--- config.mk ---
export PLATFORM = sky130hd
export DESIGN_NAME = current_estimator_state_feedback_core
export DESIGN_NICKNAME = d
export VERILOG_FILES = /design/src/hw/rtl/cesf_pkg.sv /design/src/hw/rtl/cesf_ctrl.sv /design/src/hw/rtl/cesf_dp.sv /design/src/hw/rtl/current_estimator_state_feedback_core.sv
export SDC_FILE = /design/constraint.sdc
export NUM_CORES = 2
export LEC_CHECK = 0
export BUFFER_PORTS_ARGS = -buffer_cell sky130_fd_sc_hd__buf_4
export CORE_MARGIN = 2
export CORE_UTILIZATION = 35
export DETAILED_ROUTE_END_ITERATION = 7
export GPL_ROUTABILITY_DRIVEN = 0
export HOLD_SLACK_MARGIN = 0.06
export SLEW_MARGIN = 25
export SYNTH_ARGS = -nofsm -noshare
export SYNTH_HDL_FRONTEND = slang
export SYNTH_SLANG_ARGS = --single-unit
export TNS_END_PERCENT = 5
--- constraint.sdc ---
create_clock -name i_clk -period 20.2 [get_ports i_clk]
set_input_delay 3.03 -clock i_clk [delete_from_list [all_inputs] [get_ports i_clk]]
set_output_delay 3.03 -clock i_clk [all_outputs]
set_load 0.01 [all_outputs]
--- src/hw/rtl/cesf_pkg.sv ---
// shared types and constants for the state-feedback controller with current observer
package cesf_pkg;

    localparam int C_DW     = 16;
    localparam int C_FRAC   = 12;
    localparam int C_VAL_W  = 22;
    localparam int C_PROD_W = C_DW + C_VAL_W;
    localparam int C_ACC_W  = C_PROD_W + 2;
    localparam int C_RND_W  = C_ACC_W - C_FRAC;
    localparam int C_CFG_W  = 64;
    localparam int C_IDX_W  = 3;

    localparam logic [C_IDX_W-1:0] CFG_FEEDBACK_GAINS = 3'd0;
    localparam logic [C_IDX_W-1:0] CFG_MODEL_A        = 3'd1;
    localparam logic [C_IDX_W-1:0] CFG_MODEL_B_C      = 3'd2;
    localparam logic [C_IDX_W-1:0] CFG_OBSERVER_GAIN  = 3'd3;
    localparam logic [C_IDX_W-1:0] CFG_DRIVE_OFFSET   = 3'd4;
    localparam logic [C_IDX_W-1:0] CFG_DRIVE_MIN      = 3'd5;
    localparam logic [C_IDX_W-1:0] CFG_DRIVE_MAX      = 3'd6;

    localparam logic signed [C_DW-1:0] C_DRIVE_MAX_RST = 16'sd16384;

    typedef enum logic [4:0] {
        S_IDLE,
        S_T0_K0, S_T0_K1, S_T0_K2, S_T0_KE, S_T0_U,
        S_T0_Z1A, S_T0_Z1B, S_T0_Z1, S_T0_Z2A, S_T0_Z2B, S_T0_Z2,
        S_T1_C1, S_T1_C2, S_T1_CE, S_T1_IN, S_T1_L1, S_T1_L2, S_T1_X1, S_T1_X2,
        S_FIN
    } t_state;

    typedef enum logic [3:0] {
        MUL_NONE,
        MUL_K0_S, MUL_K1_X1, MUL_K2_X2,
        MUL_A11_X1, MUL_A12_X2, MUL_B1_U,
        MUL_A21_X1, MUL_A22_X2, MUL_B2_U,
        MUL_C1_Z1, MUL_C2_Z2,
        MUL_L1_IN, MUL_L2_IN
    } t_mul_sel;

    typedef enum logic [1:0] {
        ACC_HOLD,
        ACC_LOAD,
        ACC_ADD,
        ACC_SUB
    } t_acc_op;

    typedef enum logic [2:0] {
        WR_NONE,
        WR_U,
        WR_Z1,
        WR_Z2,
        WR_INNOV,
        WR_X1,
        WR_X2
    } t_wr_op;

    typedef struct packed {
        logic     load_in;
        t_mul_sel mul_sel;
        t_acc_op  acc_op;
        t_wr_op   wr_op;
        logic     finish;
    } t_cmd;

    typedef struct packed {
        logic out_full;
    } t_status;

endpackage

--- src/hw/rtl/cesf_ctrl.sv ---
// sequencer for the shared multiply-accumulate steps of one item
module cesf_ctrl
    import cesf_pkg::*;
(
    input  logic    i_clk,
    input  logic    i_rst_n,
    input  logic    i_in_valid,
    input  logic    i_in_req_type,
    input  logic    i_out_ready,
    input  t_status i_status,
    output logic    o_in_ready,
    output t_cmd    o_cmd
);

    t_state r_state;
    t_state n_state;

    always_ff @(posedge i_clk) begin
        if (!i_rst_n) begin
            r_state <= S_IDLE;
        end else begin
            r_state <= n_state;
        end
    end

    always_comb begin
        n_state        = r_state;
        o_in_ready     = 1'b0;
        o_cmd.load_in  = 1'b0;
        o_cmd.mul_sel  = MUL_NONE;
        o_cmd.acc_op   = ACC_HOLD;
        o_cmd.wr_op    = WR_NONE;
        o_cmd.finish   = 1'b0;
        case (r_state)
            S_IDLE: begin
                o_in_ready = 1'b1;
                if (i_in_valid) begin
                    o_cmd.load_in = 1'b1;
                    n_state = i_in_req_type ? S_T1_C1 : S_T0_K0;
                end
            end
            S_T0_K0: begin
                o_cmd.mul_sel = MUL_K0_S;
                n_state = S_T0_K1;
            end
            S_T0_K1: begin
                o_cmd.mul_sel = MUL_K1_X1;
                o_cmd.acc_op  = ACC_LOAD;
                n_state = S_T0_K2;
            end
            S_T0_K2: begin
                o_cmd.mul_sel = MUL_K2_X2;
                o_cmd.acc_op  = ACC_SUB;
                n_state = S_T0_KE;
            end
            S_T0_KE: begin
                o_cmd.mul_sel = MUL_A11_X1;
                o_cmd.acc_op  = ACC_SUB;
                n_state = S_T0_U;
            end
            S_T0_U: begin
                o_cmd.wr_op   = WR_U;
                o_cmd.mul_sel = MUL_A12_X2;
                o_cmd.acc_op  = ACC_LOAD;
                n_state = S_T0_Z1A;
            end
            S_T0_Z1A: begin
                o_cmd.mul_sel = MUL_B1_U;
                o_cmd.acc_op  = ACC_ADD;
                n_state = S_T0_Z1B;
            end
            S_T0_Z1B: begin
                o_cmd.mul_sel = MUL_A21_X1;
                o_cmd.acc_op  = ACC_ADD;
                n_state = S_T0_Z1;
            end
            S_T0_Z1: begin
                o_cmd.wr_op   = WR_Z1;
                o_cmd.mul_sel = MUL_A22_X2;
                o_cmd.acc_op  = ACC_LOAD;
                n_state = S_T0_Z2A;
            end
            S_T0_Z2A: begin
                o_cmd.mul_sel = MUL_B2_U;
                o_cmd.acc_op  = ACC_ADD;
                n_state = S_T0_Z2B;
            end
            S_T0_Z2B: begin
                o_cmd.acc_op = ACC_ADD;
                n_state = S_T0_Z2;
            end
            S_T0_Z2: begin
                o_cmd.wr_op = WR_Z2;
                n_state = S_FIN;
            end
            S_T1_C1: begin
                o_cmd.mul_sel = MUL_C1_Z1;
                n_state = S_T1_C2;
            end
            S_T1_C2: begin
                o_cmd.mul_sel = MUL_C2_Z2;
                o_cmd.acc_op  = ACC_LOAD;
                n_state = S_T1_CE;
            end
            S_T1_CE: begin
                o_cmd.acc_op = ACC_ADD;
                n_state = S_T1_IN;
            end
            S_T1_IN: begin
                o_cmd.wr_op = WR_INNOV;
                n_state = S_T1_L1;
            end
            S_T1_L1: begin
                o_cmd.mul_sel = MUL_L1_IN;
                n_state = S_T1_L2;
            end
            S_T1_L2: begin
                o_cmd.mul_sel = MUL_L2_IN;
                o_cmd.acc_op  = ACC_LOAD;
                n_state = S_T1_X1;
            end
            S_T1_X1: begin
                o_cmd.wr_op  = WR_X1;
                o_cmd.acc_op = ACC_LOAD;
                n_state = S_T1_X2;
            end
            S_T1_X2: begin
                o_cmd.wr_op = WR_X2;
                n_state = S_FIN;
            end
            S_FIN: begin
                if (!i_status.out_full || i_out_ready) begin
                    o_cmd.finish = 1'b1;
                    n_state = S_IDLE;
                end
            end
            default: begin
                n_state = S_IDLE;
            end
        endcase
    end

endmodule

--- src/hw/rtl/cesf_dp.sv ---
// datapath: configuration, state, shared multiplier, accumulator and output register
module cesf_dp
    import cesf_pkg::*;
(
    input  logic                     i_clk,
    input  logic                     i_rst_n,
    input  logic                     i_cfg_we,
    input  logic [C_IDX_W-1:0]       i_cfg_idx,
    input  logic [C_CFG_W-1:0]       i_cfg_data,
    input  logic                     i_in_req_type,
    input  logic signed [C_DW-1:0]   i_in_sample_value,
    input  logic                     i_out_ready,
    input  t_cmd                     i_cmd,
    output t_status                  o_status,
    output logic                     o_out_valid,
    output logic signed [C_DW-1:0]   o_out_drive,
    output logic                     o_out_drive_valid,
    output logic                     o_out_drive_clipped,
    output logic signed [C_DW-1:0]   o_out_estimate_first,
    output logic signed [C_DW-1:0]   o_out_estimate_second
);

    localparam logic signed [C_RND_W-1:0] C_SAT_HI = C_RND_W'((2 ** (C_DW - 1)) - 1);
    localparam logic signed [C_RND_W-1:0] C_SAT_LO = -C_SAT_HI - C_RND_W'(1);
    localparam logic signed [C_ACC_W-1:0] C_HALF   = C_ACC_W'(2 ** (C_FRAC - 1));

    logic [3*C_DW-1:0]          r_gains;
    logic [4*C_DW-1:0]          r_model_a;
    logic [4*C_DW-1:0]          r_model_bc;
    logic [2*C_DW-1:0]          r_obs;
    logic signed [C_DW-1:0]     r_offset;
    logic signed [C_DW-1:0]     r_dmin;
    logic signed [C_DW-1:0]     r_dmax;

    logic signed [C_DW-1:0]     r_x1, r_x2, r_z1, r_z2;
    logic                       r_type;
    logic signed [C_DW-1:0]     r_s;
    logic signed [C_VAL_W-1:0]  r_u;
    logic signed [C_VAL_W-1:0]  r_innov;
    logic signed [C_PROD_W-1:0] r_prod;
    logic signed [C_ACC_W-1:0]  r_acc;
    logic                       r_out_valid;

    logic signed [C_DW-1:0]     mul_a;
    logic signed [C_VAL_W-1:0]  mul_b;
    logic signed [C_PROD_W-1:0] prod_c;
    logic signed [C_ACC_W-1:0]  acc_half;
    logic signed [C_RND_W-1:0]  rnd;
    logic signed [C_RND_W-1:0]  upd1, upd2;
    logic signed [C_VAL_W:0]    d_lo, d_hi, d_raw, d_c1, d_c2;

    function automatic logic signed [C_DW-1:0] sat_dw(input logic signed [C_RND_W-1:0] v);
        logic signed [C_RND_W-1:0] t;
        t = v;
        if (v > C_SAT_HI) begin
            t = C_SAT_HI;
        end else if (v < C_SAT_LO) begin
            t = C_SAT_LO;
        end
        return t[C_DW-1:0];
    endfunction

    function automatic logic signed [C_VAL_W-1:0] ext_dw(input logic signed [C_DW-1:0] v);
        return C_VAL_W'(v);
    endfunction

    // operand selection for the shared multiplier
    always_comb begin
        mul_a = '0;
        mul_b = '0;
        case (i_cmd.mul_sel)
            MUL_K0_S:   begin mul_a = r_gains[C_DW-1:0];          mul_b = ext_dw(r_s);  end
            MUL_K1_X1:  begin mul_a = r_gains[2*C_DW-1:C_DW];     mul_b = ext_dw(r_x1); end
            MUL_K2_X2:  begin mul_a = r_gains[3*C_DW-1:2*C_DW];   mul_b = ext_dw(r_x2); end
            MUL_A11_X1: begin mul_a = r_model_a[C_DW-1:0];        mul_b = ext_dw(r_x1); end
            MUL_A12_X2: begin mul_a = r_model_a[2*C_DW-1:C_DW];   mul_b = ext_dw(r_x2); end
            MUL_B1_U:   begin mul_a = r_model_bc[C_DW-1:0];       mul_b = r_u;          end
            MUL_A21_X1: begin mul_a = r_model_a[3*C_DW-1:2*C_DW]; mul_b = ext_dw(r_x1); end
            MUL_A22_X2: begin mul_a = r_model_a[4*C_DW-1:3*C_DW]; mul_b = ext_dw(r_x2); end
            MUL_B2_U:   begin mul_a = r_model_bc[2*C_DW-1:C_DW];  mul_b = r_u;          end
            MUL_C1_Z1:  begin mul_a = r_model_bc[3*C_DW-1:2*C_DW]; mul_b = ext_dw(r_z1); end
            MUL_C2_Z2:  begin mul_a = r_model_bc[4*C_DW-1:3*C_DW]; mul_b = ext_dw(r_z2); end
            MUL_L1_IN:  begin mul_a = r_obs[C_DW-1:0];            mul_b = r_innov;      end
            MUL_L2_IN:  begin mul_a = r_obs[2*C_DW-1:C_DW];       mul_b = r_innov;      end
            default:    begin mul_a = '0;                         mul_b = '0;           end
        endcase
    end

    assign prod_c = C_PROD_W'(mul_a) * C_PROD_W'(mul_b);

    // round half up then floor
    assign acc_half = r_acc + C_HALF;
    assign rnd      = acc_half[C_ACC_W-1:C_FRAC];
    assign upd1     = C_RND_W'(r_z1) + rnd;
    assign upd2     = C_RND_W'(r_z2) + rnd;

    // drive clamp
    assign d_lo  = (C_VAL_W + 1)'(r_dmin);
    assign d_hi  = (C_VAL_W + 1)'(r_dmax);
    assign d_raw = (C_VAL_W + 1)'(r_u) + (C_VAL_W + 1)'(r_offset);
    assign d_c1  = (d_raw < d_lo) ? d_lo : d_raw;
    assign d_c2  = (d_c1 > d_hi) ? d_hi : d_c1;

    always_ff @(posedge i_clk) begin
        if (!i_rst_n) begin
            r_gains    <= '0;
            r_model_a  <= '0;
            r_model_bc <= '0;
            r_obs      <= '0;
            r_offset   <= '0;
            r_dmin     <= '0;
            r_dmax     <= C_DRIVE_MAX_RST;
        end else if (i_cfg_we) begin
            case (i_cfg_idx)
                CFG_FEEDBACK_GAINS: r_gains    <= i_cfg_data[3*C_DW-1:0];
                CFG_MODEL_A:        r_model_a  <= i_cfg_data[4*C_DW-1:0];
                CFG_MODEL_B_C:      r_model_bc <= i_cfg_data[4*C_DW-1:0];
                CFG_OBSERVER_GAIN:  r_obs      <= i_cfg_data[2*C_DW-1:0];
                CFG_DRIVE_OFFSET:   r_offset   <= i_cfg_data[C_DW-1:0];
                CFG_DRIVE_MIN:      r_dmin     <= i_cfg_data[C_DW-1:0];
                CFG_DRIVE_MAX:      r_dmax     <= i_cfg_data[C_DW-1:0];
                default: begin
                end
            endcase
        end
    end

    always_ff @(posedge i_clk) begin
        if (!i_rst_n) begin
            r_x1 <= '0;
            r_x2 <= '0;
            r_z1 <= '0;
            r_z2 <= '0;
        end else begin
            case (i_cmd.wr_op)
                WR_Z1:   r_z1 <= sat_dw(rnd);
                WR_Z2:   r_z2 <= sat_dw(rnd);
                WR_X1:   r_x1 <= sat_dw(upd1);
                WR_X2:   r_x2 <= sat_dw(upd2);
                default: begin
                end
            endcase
        end
    end

    // working registers, payload only
    always_ff @(posedge i_clk) begin
        if (i_cmd.load_in) begin
            r_type <= i_in_req_type;
            r_s    <= i_in_sample_value;
        end
        if (i_cmd.wr_op == WR_U) begin
            r_u <= rnd[C_VAL_W-1:0];
        end
        if (i_cmd.wr_op == WR_INNOV) begin
            r_innov <= ext_dw(r_s) - rnd[C_VAL_W-1:0];
        end
        r_prod <= prod_c;
        case (i_cmd.acc_op)
            ACC_LOAD: r_acc <= C_ACC_W'(r_prod);
            ACC_ADD:  r_acc <= r_acc + C_ACC_W'(r_prod);
            ACC_SUB:  r_acc <= r_acc - C_ACC_W'(r_prod);
            default:  r_acc <= r_acc;
        endcase
    end

    // output register
    always_ff @(posedge i_clk) begin
        if (!i_rst_n) begin
            r_out_valid <= 1'b0;
        end else if (i_cmd.finish) begin
            r_out_valid <= 1'b1;
        end else if (i_out_ready) begin
            r_out_valid <= 1'b0;
        end
    end

    always_ff @(posedge i_clk) begin
        if (i_cmd.finish) begin
            o_out_drive           <= r_type ? '0 : d_c2[C_DW-1:0];
            o_out_drive_valid     <= ~r_type;
            o_out_drive_clipped   <= r_type ? 1'b0 : (d_c2 != d_raw);
            o_out_estimate_first  <= r_x1;
            o_out_estimate_second <= r_x2;
        end
    end

    assign o_out_valid       = r_out_valid;
    assign o_status.out_full = r_out_valid;

endmodule

--- src/hw/rtl/current_estimator_state_feedback_core.sv ---
// top level: state-feedback controller with current observer, one shared multiplier
// a reference item forms the drive and both predictions, a measurement item the innovation
// and both corrected estimates; the next item is taken only after the last one has finished
// the dependent products run one a cycle on the single multiplier
// the result sits in an output register, so a stalled result delays only the next finish
// synchronous active-low reset clears estimate, prediction and registers (drive_max to 4.0)
module current_estimator_state_feedback_core
    import cesf_pkg::*;
(
    input  logic                   i_clk,
    input  logic                   i_rst_n,
    input  logic                   i_cfg_we,
    input  logic [C_IDX_W-1:0]     i_cfg_idx,
    input  logic [C_CFG_W-1:0]     i_cfg_data,
    input  logic                   i_in_valid,
    output logic                   o_in_ready,
    input  logic                   i_in_req_type,
    input  logic signed [C_DW-1:0] i_in_sample_value,
    output logic                   o_out_valid,
    input  logic                   i_out_ready,
    output logic signed [C_DW-1:0] o_out_drive,
    output logic                   o_out_drive_valid,
    output logic                   o_out_drive_clipped,
    output logic signed [C_DW-1:0] o_out_estimate_first,
    output logic signed [C_DW-1:0] o_out_estimate_second
);

    t_cmd    cmd;
    t_status status;

    cesf_ctrl u_ctrl (
        .i_clk         (i_clk),
        .i_rst_n       (i_rst_n),
        .i_in_valid    (i_in_valid),
        .i_in_req_type (i_in_req_type),
        .i_out_ready   (i_out_ready),
        .i_status      (status),
        .o_in_ready    (o_in_ready),
        .o_cmd         (cmd)
    );

    cesf_dp u_dp (
        .i_clk                 (i_clk),
        .i_rst_n               (i_rst_n),
        .i_cfg_we              (i_cfg_we),
        .i_cfg_idx             (i_cfg_idx),
        .i_cfg_data            (i_cfg_data),
        .i_in_req_type         (i_in_req_type),
        .i_in_sample_value     (i_in_sample_value),
        .i_out_ready           (i_out_ready),
        .i_cmd                 (cmd),
        .o_status              (status),
        .o_out_valid           (o_out_valid),
        .o_out_drive           (o_out_drive),
        .o_out_drive_valid     (o_out_drive_valid),
        .o_out_drive_clipped   (o_out_drive_clipped),
        .o_out_estimate_first  (o_out_estimate_first),
        .o_out_estimate_second (o_out_estimate_second)
    );

endmodule

### Yosys cells after proc, flatten, opt, wreduce, memory -nomap -nowiden

Index checks and enable logic that the tools add are counted.

| word-level totals | value |
|---|---|
| bits in registers | 515 |
| input port bits | 89 |
| output and inout bits | 52 |
| logic and storage cells | 139 |

| operators by class | value |
|---|---|
| $add $sub $neg | 7 |
| multipliers | 1 |
| $lt $le $gt $ge | 8 |
| equality and inequality tests | 51 |
| multiplexer cells | 25 |
| bitwise logic cells | 1 |
| reductions and logical operators | 22 |

Operators by type and width:

| cell | number |
|---|---|
| case mux 16 bit (13 select lines) | 1 |
| case mux 22 bit (7 select lines) | 1 |
| case mux 40 bit (3 select lines) | 1 |
| case mux 5 bit (20 select lines) | 1 |
| two-way mux 16 bit | 6 |
| greater-than comparator 28 x 16 -> 1 bit (second input constant) | 3 |
| < comparator 28 x 16 -> 1 bit (second input constant) | 3 |
| adder 16 x 28 -> 28 bit | 2 |
| case mux 4 bit (13 select lines) | 1 |
| two-way mux 23 bit | 2 |
| adder 40 x 13 -> 40 bit (second input constant) | 1 |
| adder 40 x 38 -> 40 bit | 1 |
| equality test 5 x 4 -> 1 bit (second input constant) | 8 |
| subtractor 40 x 38 -> 40 bit | 1 |
| multiplier 16 x 22 -> 38 bit | 1 |
| equality test 5 bit (second input constant) | 5 |
| equality test 4 bit (second input constant) | 6 |
| adder 22 x 16 -> 23 bit | 1 |
| greater-than comparator 23 x 16 -> 1 bit | 1 |
| < comparator 23 x 16 -> 1 bit | 1 |
| != test 23 bit | 1 |
| subtractor 22 bit | 1 |
| equality test 5 x 3 -> 1 bit (second input constant) | 4 |
| equality test 3 bit (second input constant) | 6 |
| other kinds (28) | 56 |

### Depth between registers and ports, before layout

| depth | value |
|---|---|
| depth after elaboration | 6 |
| depth in mapped cells | 36 |
| depth with buffers taken out | 32 |

### Modules after synthesis

Synthesis repeated with hierarchy kept, for this count alone.

| unflattened totals | value |
|---|---|
| cells, all modules | 5120 |
| area total of the unflattened synthesis | 43963.4 µm² |

Modules (own cells, without submodules):

| module | times used | cells each | area an instance (µm²) | seq. area each (µm²) |
|---|---|---|---|---|
| cesf_dp | 1 | 5039 | 43399.1 | 11721.2 |
| cesf_ctrl | 1 | 81 | 564.3 | 100.1 |

### Least setup slack after synthesis

OpenSTA, ideal clock, no wires.

| path | value |
|---|---|
| path kind | reg2reg |
| from | register u_ctrl.r_state[2] |
| to | register u_dp.r_prod[37] |
| setup time | 0.128 ns |
| arrival | 8.447 ns |
| required time | 20.072 ns |
| path slack | 11.625 ns |
| stages on the path, launching flop included | 32 |
| buffers on the path | 4 |
| period minus slack after synthesis | 8.575 ns |
| cell sequence | dfxtp_1 buf_2 nand2b_1 clkbuf_1 nor3_1 clkbuf_1 a22o_1 a221oi_1 nand4_1 clkbuf_1 nand2_1 fa_1 inv_1 fa_1 fa_1 fa_1 fa_1 inv_1 fa_1 inv_1 ha_1 a21o_1 a21o_1 a21oi_1 nand2_1 o21ai_0 a21oi_1 a31oi_1 o31ai_1 o41ai_1 mux2i_1 nand4_1 |

| between the ends | value |
|---|---|
| longest elaborated chain between the ends | 6 |
| elaborated cells on any way between the ends | 34 |
| classes of those cells | mul: 1; eq/ne: 26; mux: 3; reduce/logical: 4 |

RTL lines:

| what | RTL line | text |
|---|---|---|
| start: declaration | cesf_ctrl.sv:15 | `t_state r_state;` |
| start signal: assignment | cesf_ctrl.sv:22 | `r_state <= n_state;` |
| equality test 5 bit (tied with other cells) | cesf_ctrl.sv:34 | `case (r_state)` |
| case mux 4 bit (13 select lines) * | cesf_ctrl.sv:34 |  |
| equality test 4 x 2 -> 1 bit (tied with other cells) | cesf_dp.sv:71 | `case (i_cmd.mul_sel)` |
| OR reduction 3 bit (no line) or OR reduction 2 bit (tied branches) | -- |  |
| case mux 22 bit (7 select lines) | cesf_dp.sv:71 |  |
| multiplier 16 x 22 -> 38 bit * | cesf_dp.sv:89 | `assign prod_c = C_PROD_W'(mul_a) * C_PROD_W'(mul_b);` |
| named net u_dp.prod_c[37] | cesf_dp.sv:46 | `logic signed [C_PROD_W-1:0] prod_c;` |
| end signal: assignment | cesf_dp.sv:158 | `r_prod <= prod_c;` |
| end: declaration | cesf_dp.sv:40 | `logic signed [C_PROD_W-1:0] r_prod;` |

Mark *: on every way through the listed nets, which the timed path passes. The rest lies on a longest branch.
A chain may end at the register's enable or synchronous reset.

### Final worst setup path

| path | value |
|---|---|
| from | register u_ctrl.r_state[4] |
| to | register u_dp.r_prod[37] |

The elaborated chain is that of the path after synthesis.

==> summary.md <==
| Metric | Value |
|---|---|
| Initial antenna violation count | `5` |
| Cells after synthesis | `4,988` |
| Synthesized area | `0.0431 mm2` |
| Critical path's slowest cell | `dfxtp_1` |
| Max clock buf depth | `3` |
| Max-cap violation count | `0` |
| Die W | `355 um` |
| Post-CTS Setup Bufs | `0` |
| Num rows | `128` |
| Seq. cell area | `0.0118 mm2` |
| Fillcell total | `12.3k` |
| Main synth FF type | `dfxtp_1` |
| Worst Skew | `49.9 ps` |
| Power Total | `6.10 mW` |
| Pin count of the biggest net entering global routing | `175` |
| Initial Util | `0.353` |
| WL final | `145,000 um` |
| Pwr Density | `127 mW/mm2` |
| Slew headroom | `0.182` |
| First-pass GRT wire length | `222,000 um` |
| Pleak | `20.5 nW` |
| Max Freq | `99.3 MHz` |
| Vias in the first global route | `35.4k` |
| Commonest cells in the netlist | `nand2_1 (915), inv_1 (540), dfxtp_1 (364)` |
| RSZ-0062 raised after global routing | `false` |
| Final hold vios | `0` |
| Final instance area | `0.0482 mm2` |
| Total clock sinks | `515` |
| Worst VDD drop | `0.127 mV` |
| Clock transition at path regs | `70 ps` |
| Arrival @ worst endpoint | `10,570 ps` |
| Worst setup SP type | `flip-flop` |
| Worst slew pin tran | `1220 ps` |
| Die Area | `0.126 mm2` |
| GRT Residual Overflow | `0` |
| DRC | `0` |
| GRT Util Overall | `0.228` |
| Io pins | `141` |
| Vias | `36.7k` |
| CTS Hold Bufs | `0` |
| Final period util | `0.498` |
| Fin Setup TNS | `0 ps` |
| Antenna viol nets, final | `0` |
| Mapped Avg Cell Area | `8.64 um2` |
| Worst Setup SP | `u_ctrl.r_state[4]` |
| Post-DR wirelength/cell | `21.6 um` |
| Yosys top cell by area | `dfxtp_1` |
| Cts bufs inserted | `58` |
| Die H | `355 um` |
| Drt first pass iters | `5` |
| Ys Warns | `0` |
| Setup CP Type | `flip-flop to flip-flop` |
| Synth area leaders | `dfxtp_1 (17%), fa_1 (16%), edfxtp_1 (11%)` |
| Netlist cell types | `97` |
| Setup crit end kind | `flip-flop` |
| Port Buffer Count | `140` |
| Root Driver | `clkbuf_16` |
| Worst skew pair latency | `680 ps` |
| Final min period | `10,070 ps` |
| Sequential area share after synthesis | `0.274` |
| Final setup vio count | `0` |
| Most frequent cell after synthesis | `nand2_1` |
| Area fraction of the dominant cell type after synthesis | `0.169` |
| CTS tree | `built` |
| Layout cells sized above 1 | `0.0867` |
| 1st-iter DRT viols | `3,509` |
| H-tree depth | `2` |
| Area grow syn2layout | `11.9%` |
| Hold crit path type | `flip-flop to flip-flop` |
| Post-CTS Resized | `0` |
| Area of the multi-input gates | `0.0287 mm2` |
| FFs w/ async S/R, synth | `0` |
| Dpl cell area | `0.0462 mm2` |
| Fin. max-slew vios | `0` |
| Status | `completed` |
| Layout Nets | `5,756` |
| DP Wirelength | `111,000 um` |
| Data required time of the worst path | `20,700 ps` |
| Reg2reg start | `u_ctrl.r_state[4]` |
| Syn nets | `5,705` |
| CP Max Fanout | `32` |
| Drt via density | `5.46` |
| Core ar. | `0.122 mm2` |
| Post-synthesis register bit count | `515` |
| Post-synth EDFFs | `151` |
| Most common cell on crit path | `fa_1` |
| Crit-path max cell delay | `870 ps` |
| Origin of the worst min-delay path | `u_dp.r_gains[23]` |
-- worst max-delay path, delay by kind of cell (launching register included) --
kind,cells,cell delay (ps)
AO/OA/AOI/OAI,11,2610
adder cells (fa/ha/maj),7,3520
buffers and inverters,6,820
flip-flops,1,870
multiplexers,1,270
AND/OR/NAND/NOR,6,1810
-- per-stage QoR --
| step | setup slack [ps] | utilization | hold WS [ps] | instances |
|---|---|---|---|---|
| floorplan | 11630 | - | 424 | 4988 |
| global placement | 10410 | 0.378 | 452 | 6602 |
| detailed placement | 10200 | 0.379 | 460 | 6602 |
| CTS | 10160 | 0.395 | 469 | 6712 |
| global route | 9620 | 0.395 | 487 | 6716 |
| finish | 10130 | 0.395 | 467 | 6719 |
-- registers in the layout, summed over array words and instances, names as in the netlist, 22 cells and up --
name             flops
u_dp.r_prod         38
u_dp.r_acc          40
u_dp.r_model_bc     64
u_dp.r_innov        22
u_dp.r_u            22
u_dp.r_gains        48
u_dp.r_model_a      64
u_dp.r_obs          32
-- routing by layer --
layer / vias up / global-route usage / wire length, um
li1: 17000 / - / -
met1: 18000 / 0.322 / 63600
met2: 1497 / 0.348 / 62900
met3: 235 / 0.0465 / 13700
met4: 5 / 0.0737 / 4890
met5: - / 0 / 54
-- cells by family after synthesis --
logic type                 count (synthesis)  share of synthesized area
DFF                                      515                      0.274
and+or+nand+nor                         1652                      0.167
muxes                                     29                    0.00732
adders and majority gates                628                      0.244
AOI/OAI and AO/OA                       1159                      0.191
xor gates and xnor gates                 235                     0.0489
buffers and inverters                    770                     0.0682
-- path summary, 6_finish.rpt --
kind,to,slack (ps),depth (start not counted)
min reg2reg,u_dp.r_gains[23],470,2
min,u_dp.r_gains[23],470,2
max reg2reg,u_dp.r_prod[37],10130,31
max,u_dp.r_prod[37],10130,31
-- where the power goes --
group | switching (mW) | internal [mW]
clock | 0.492 | 0.613
sequential | 0.153 | 1.27
combinational | 2.22 | 1.35
-- layout make-up --
type                            count  area share
Clock buffer                       80      0.0331
Antenna cell                        5    0.000260
Inverter                          541      0.0421
Multi-Input combinational cell   3703       0.595
Sequential cell                   515       0.245
Clock inverter                     30     0.00732
Tap cell                         1625      0.0422
Timing Repair Buffer              220      0.0345
-- layout by cell type (no fill, tap or decap), types with 25 or more instances in the layout --
cell       count
a21oi_1      208
inv_1        540
a221o_1       32
a221oi_1      51
clkbuf_16     59
nand3_1       80
xnor2_1      139
nand4_1       36
buf_4        217
xor2_1        86
nor2_1       326
a22o_1        37
nor3_1        46
a22oi_1       55
nor2b_1       28
a21o_1        67
fa_1         352
ha_1         276
o211a_1       36
nand2b_1      44
a211oi_1      25
edfxtp_1     151
dfxtp_1      364
and3_1        28
o21ai_0      161
a21boi_0     265
nand2_1      913
Note: power is estimated with default switching activity, not from simulation.
